## src/design/khte_pkg.sv

```systemverilog
`timescale 1ns / 1ps
package khte_pkg;
   localparam int NUM_BUCKETS      = 64;
   localparam int SLOTS_PER_BUCKET = 4;
   localparam int TOTAL_SLOTS      = NUM_BUCKETS * SLOTS_PER_BUCKET;
   localparam int SLOT_W           = $clog2(TOTAL_SLOTS);
   localparam int SUB_W            = (SLOTS_PER_BUCKET > 1) ? $clog2(SLOTS_PER_BUCKET) : 1;
   localparam int BKT_W            = $clog2(NUM_BUCKETS + 1);
   localparam int KEY_W            = 16;
   localparam int ID_W             = 32;
   localparam int TAG_W            = 8;
   localparam int CNT_W            = 9;
   localparam int CFG_W            = 7;
   localparam int REC_W            = KEY_W + ID_W + TAG_W;
   localparam int SCNT_W           = $clog2(SLOTS_PER_BUCKET + 1);
   localparam int REM_W            = KEY_W + 1;

   localparam logic [1:0] CMD_PUT    = 2'd0;
   localparam logic [1:0] CMD_ERASE  = 2'd1;
   localparam logic [1:0] CMD_LOOKUP = 2'd2;

   localparam logic [1:0] ST_OK      = 2'd0;
   localparam logic [1:0] ST_FULL    = 2'd1;
   localparam logic [1:0] ST_MISSING = 2'd2;

   localparam logic [0:0] REG_BUCKET_COUNT = 1'd0;

   typedef enum logic [2:0] {
      S_IDLE,
      S_DIVIDE,
      S_READ,
      S_SCAN,
      S_WRITE,
      S_RESPOND
   } state_type;

   // Commands from the controller to the datapath.
   typedef struct packed {
      logic load;
      logic div_step;
      logic rd_issue;
      logic scan_step;
      logic commit;
      logic rsp_load;
   } ctrl_type;

   // Status from the datapath to the controller.
   typedef struct packed {
      logic div_done;
      logic scan_last;
   } stat_type;
endpackage

```

## src/design/khte_ctrl.sv

```systemverilog
`timescale 1ns / 1ps
module khte_ctrl (
   input  logic                 clock,
   input  logic                 reset,
   input  logic                 req_valid,
   output logic                 req_ready,
   output logic                 rsp_valid,
   input  logic                 rsp_ready,
   input  khte_pkg::stat_type   stat,
   output khte_pkg::ctrl_type   ctrl
);
   khte_pkg::state_type state_ff, state_in;
   logic rsp_valid_ff, rsp_valid_in;

   // Next state.
   always_comb begin
      state_in = state_ff;
      unique case (state_ff)
         khte_pkg::S_IDLE:    if (req_valid) state_in = khte_pkg::S_DIVIDE;
         khte_pkg::S_DIVIDE:  if (stat.div_done) state_in = khte_pkg::S_READ;
         khte_pkg::S_READ:    state_in = khte_pkg::S_SCAN;
         khte_pkg::S_SCAN:    if (stat.scan_last) state_in = khte_pkg::S_WRITE;
         khte_pkg::S_WRITE:   state_in = khte_pkg::S_RESPOND;
         khte_pkg::S_RESPOND: if (!rsp_valid_ff || rsp_ready) state_in = khte_pkg::S_IDLE;
         default:             state_in = khte_pkg::S_IDLE;
      endcase
   end

   // Commands to the datapath.
   always_comb begin
      ctrl = '0;
      req_ready = 1'b0;
      unique case (state_ff)
         khte_pkg::S_IDLE: begin
            req_ready = 1'b1;
            ctrl.load = req_valid;
         end
         khte_pkg::S_DIVIDE:  ctrl.div_step = 1'b1;
         khte_pkg::S_READ:    ctrl.rd_issue = 1'b1;
         khte_pkg::S_SCAN: begin
            ctrl.scan_step = 1'b1;
            ctrl.rd_issue = 1'b1;
         end
         khte_pkg::S_WRITE:   ctrl.commit = 1'b1;
         khte_pkg::S_RESPOND: ctrl.rsp_load = !rsp_valid_ff || rsp_ready;
         default: ;
      endcase
   end

   // The result register lets the next request enter while a result waits.
   always_comb begin
      rsp_valid_in = rsp_valid_ff;
      if (rsp_ready) rsp_valid_in = 1'b0;
      if (ctrl.rsp_load) rsp_valid_in = 1'b1;
   end

   always_ff @(posedge clock) begin
      if (reset) begin
         state_ff     <= khte_pkg::S_IDLE;
         rsp_valid_ff <= 1'b0;
      end else begin
         state_ff     <= state_in;
         rsp_valid_ff <= rsp_valid_in;
      end
   end
   assign rsp_valid = rsp_valid_ff;
endmodule

```

## config.mk

```make
export PLATFORM = sky130hd
export DESIGN_NAME = khte_ctrl
export DESIGN_NICKNAME = d
export VERILOG_FILES = /design/src/design/khte_pkg.sv /design/src/design/khte_ctrl.sv
export SDC_FILE = /design/constraint.sdc
export NUM_CORES = 1
export LEC_CHECK = 0
export BUFFER_PORTS_ARGS = -buffer_cell sky130_fd_sc_hd__buf_2
export CAP_MARGIN = 20
export CORE_AREA = 2 2 39 41
export CTS_CLUSTER_SIZE = 28
export DETAILED_ROUTE_END_ITERATION = 10
export DIE_AREA = 0 0 41 43
export PLACE_DENSITY_LB_ADDON = 0.05
export RECOVER_POWER = 100
export SLEW_MARGIN = 40
export SYNTH_ARGS = -nofsm -noshare
export SYNTH_HDL_FRONTEND = slang
export SYNTH_SLANG_ARGS = --single-unit
```

## constraint.sdc

```tcl
create_clock -name clock -period 1.2 [get_ports clock]
set_input_delay 0.18 -clock clock [delete_from_list [all_inputs] [get_ports clock]]
set_output_delay 0.18 -clock clock [all_outputs]
set_load 0.005 [all_outputs]
```

==> reports/results.ini <==
[die]
coreArea_mm2 = 0.00138
dieArea_mm2 = 0.00176
initial_core_util_pct = 17.8
num_io_pins = 14
fp-row-count = 14
die_w_um = 41
dieHeight_um = 43

[cts]
cts_root_buf = clkbuf_4
clkLatencyLatePin_ns = 0.23
cts_tree = yes
clk_pin_slew_worst_paths_ns = 0.03
cts-hold-fix-buffers = 0
cts_buffers = 3
htree_levels = 1
cts.path.max_buffers = 2
cts_num_sinks = 4

[detailed_routing]
wl_um = 696
first_pass_iters = 1
drtAntennaViolNets = 0
vias_per_cell = 4.40
avgRoutedWirePerCell_um = 11.0
drt_iter0_drc = 0
dr_total_vias = 277
route.detailed.drc = 0

[setup_path]
worst_ep_arrival_time_ns = 1.07
critical_path.startpoint = state_ff[1]
cp-start-kind = register
crit_buf_inv = 2
end_kind = output pin
r2r-start = state_ff[1]
slowest_stage = dfxtp_2
crit_fanout = 5
crit_cells = 4
r2r_cells = 4
endpoint = ctrl[0]
path_cells = buf_6 > nand3b_1 > nor2b_1 > buf_2
cp_slowest_stage_delay_ns = 0.32
worstSetupPathType = reg2out
ff2ff_setup_slack_ns = 0.01
crit_family = flip-flops
rr_endpoint = state_ff[0]
required_ns = 1.02

[placement]
io_buffers = 13
finalWeightedCongestion = 0.769
placed_area_um2 = 340
hpwl_um = 505

[logic_synthesis]
synth.area.top_cells = dfxtp_1 32%, nor2b_1 7.6%, nor3_1 6.1%
ys_seq_elements = 4
avgSynthCellArea_um2 = 8.50
yosysTopAreaCellShare_pct = 32.5
ys_seq_area_share_pct = 32.5
syn-cell-area_um2 = 246
synth_cells = 29
synth_warnings = 0
synth_cell_types = 19
syn-num-nets = 35
post-synth-top-area-cell = dfxtp_1

[timing]
setup_ws_ns = -0.0519
hold_viol_final = 0
timing.final.crit_share_pct = 104
fmax_ghz = 0.799
drv_slew = 0
tns_ns = -0.0976
worst_pin_slew_ns = 0.340
fin_skew_ns = 0.000254
layout_min_cycle_time_ns = 1.25
rsz0062_at_grt = yes
max-slew-margin-rel_pct = 77.1
setup_violations = 2

[cells_and_area]
utilization_pct = 28.9
drive_gt1_share_pct = 57.4
layout_commonest_cell = buf_2
fin_area_um2 = 400
mostFrequentLayoutCells = 12 x buf_2, 3 x nor2b_1, 3 x clkbuf_4, 3 x buf_4
fin_nets = 55
diodes = 0
area_growth_pct = 62.4

[grt]
grt.overflow.total = 0
antenna_found_initial = 0
grt_pass1_vias = 293
grt_max_degree = 11
grt_pass1_wl_um = 1180
groute.usage.overall_pct = 10.9

[pwr]
peakVddDrop_v = 0.000360
leakage_uw = 0.000182
p_per_area_mw_per_mm2 = 1030

[flow_run]
max_cap_violations = 0

[worst_hold_path]
hp-class = in2reg

[outcome]
violations = setup timing
status = finished, violations left

[power by group]
group / leakage, µW / total (µW) / internal, µW / switching [µW]
Combinational: 0.000134 / 94.6 / 56.9 / 37.7
Sequential: 0.0000341 / 157 / 143 / 14.5
Clock: 0.0000138 / 161 / 111 / 49.2
[worst min-delay path by stage]
stage / end / slack (ns) / cells after the start / startpoint
after detailed placement: state_ff[2] / 0.41 / 2 / reset
after global routing: state_ff[2] / 0.16 / 2 / reset
after floorplan: state_ff[2] / 0.24 / 1 / reset
after global placement: state_ff[2] / 0.42 / 2 / reset
after CTS: state_ff[0] / 0.16 / 2 / reset
final: state_ff[0] / 0.16 / 2 / reset
[sequential cells by signal, indices dropped and copies added (netlist names)]
| signal | cells |
|---|---|
| rsp_valid | 1 |
| state_ff | 3 |
[Yosys cell counts]
cell type / number
nand3b_1: 1
a21oi_1: 2
nand2_1: 2
and2_1: 1
a211o_1: 1
a2111oi_2: 1
nor2b_1: 3
a21boi_0: 1
nor4_1: 1
nand2b_1: 1
a22oi_1: 1
mux2_4: 1
dfxtp_1: 4
and3b_1: 1
nor3_1: 3
buf_4: 1
clkbuf_1: 2
nor3b_1: 1
inv_2: 1
[worst reg2reg max path, stage by stage, from the launching register on]
cell,delay (ns)
dfxtp_2,0.33
buf_4,0.10
nor2b_1,0.05
mux2_4,0.26
a2111oi_2,0.33
[per-stage QoR]
step	cells	hold slack (ns)	total power, µW	setup WS, ns
final	63	0.164	412	-0.0519
after global placement	58	0.418	234	0.0484
after CTS	63	0.161	428	-0.0719
after global routing	63	0.164	442	-0.121
after floorplan	29	0.242	198	0.0636
after detailed placement	58	0.412	234	0.0611
[cells by family (layout without fill, tap and decap cells)]
group | Yosys count | after routing | share of synthesized area [%]
AO/OA/AOI/OAI | 6 | 6 | 19.8
buffers and inverters | 4 | 22 | 7.62
flip-flops | 4 | 4 | 32.5
multiplexers | 1 | 1 | 6.09
AND/OR/NAND/NOR | 14 | 14 | 34.0
[layer usage]
metal / wire length, µm / part of all wire [%] / global-route usage, %
met1: 322 / 46 / 12.5
met2: 317 / 46 / 14.1
met3: 55 / 7.9 / 3.66
met4: 0 / 0 / 12.0
met5: 0 / 0 / 0
[timing repair]
| action | 4_1_cts | 5_1_grt |
|---|---|---|
| setup buffers | 1 | 1 |
| gates resized for setup | 9 | 0 |
| cloned | 1 | 0 |
| pin swaps | 1 | 2 |
| endpoints found under the setup margin | 6 | 7 |
[cell type report]
type	count	area, µm²
multi-input combinational	21	159
tap	16	20.0
sequential	4	86.3
inverter	1	3.75
timing repair buffer	18	109
clock buffer	3	22.5
fill	165	983
No activity file was read; power rests on OpenSTA's default activity.
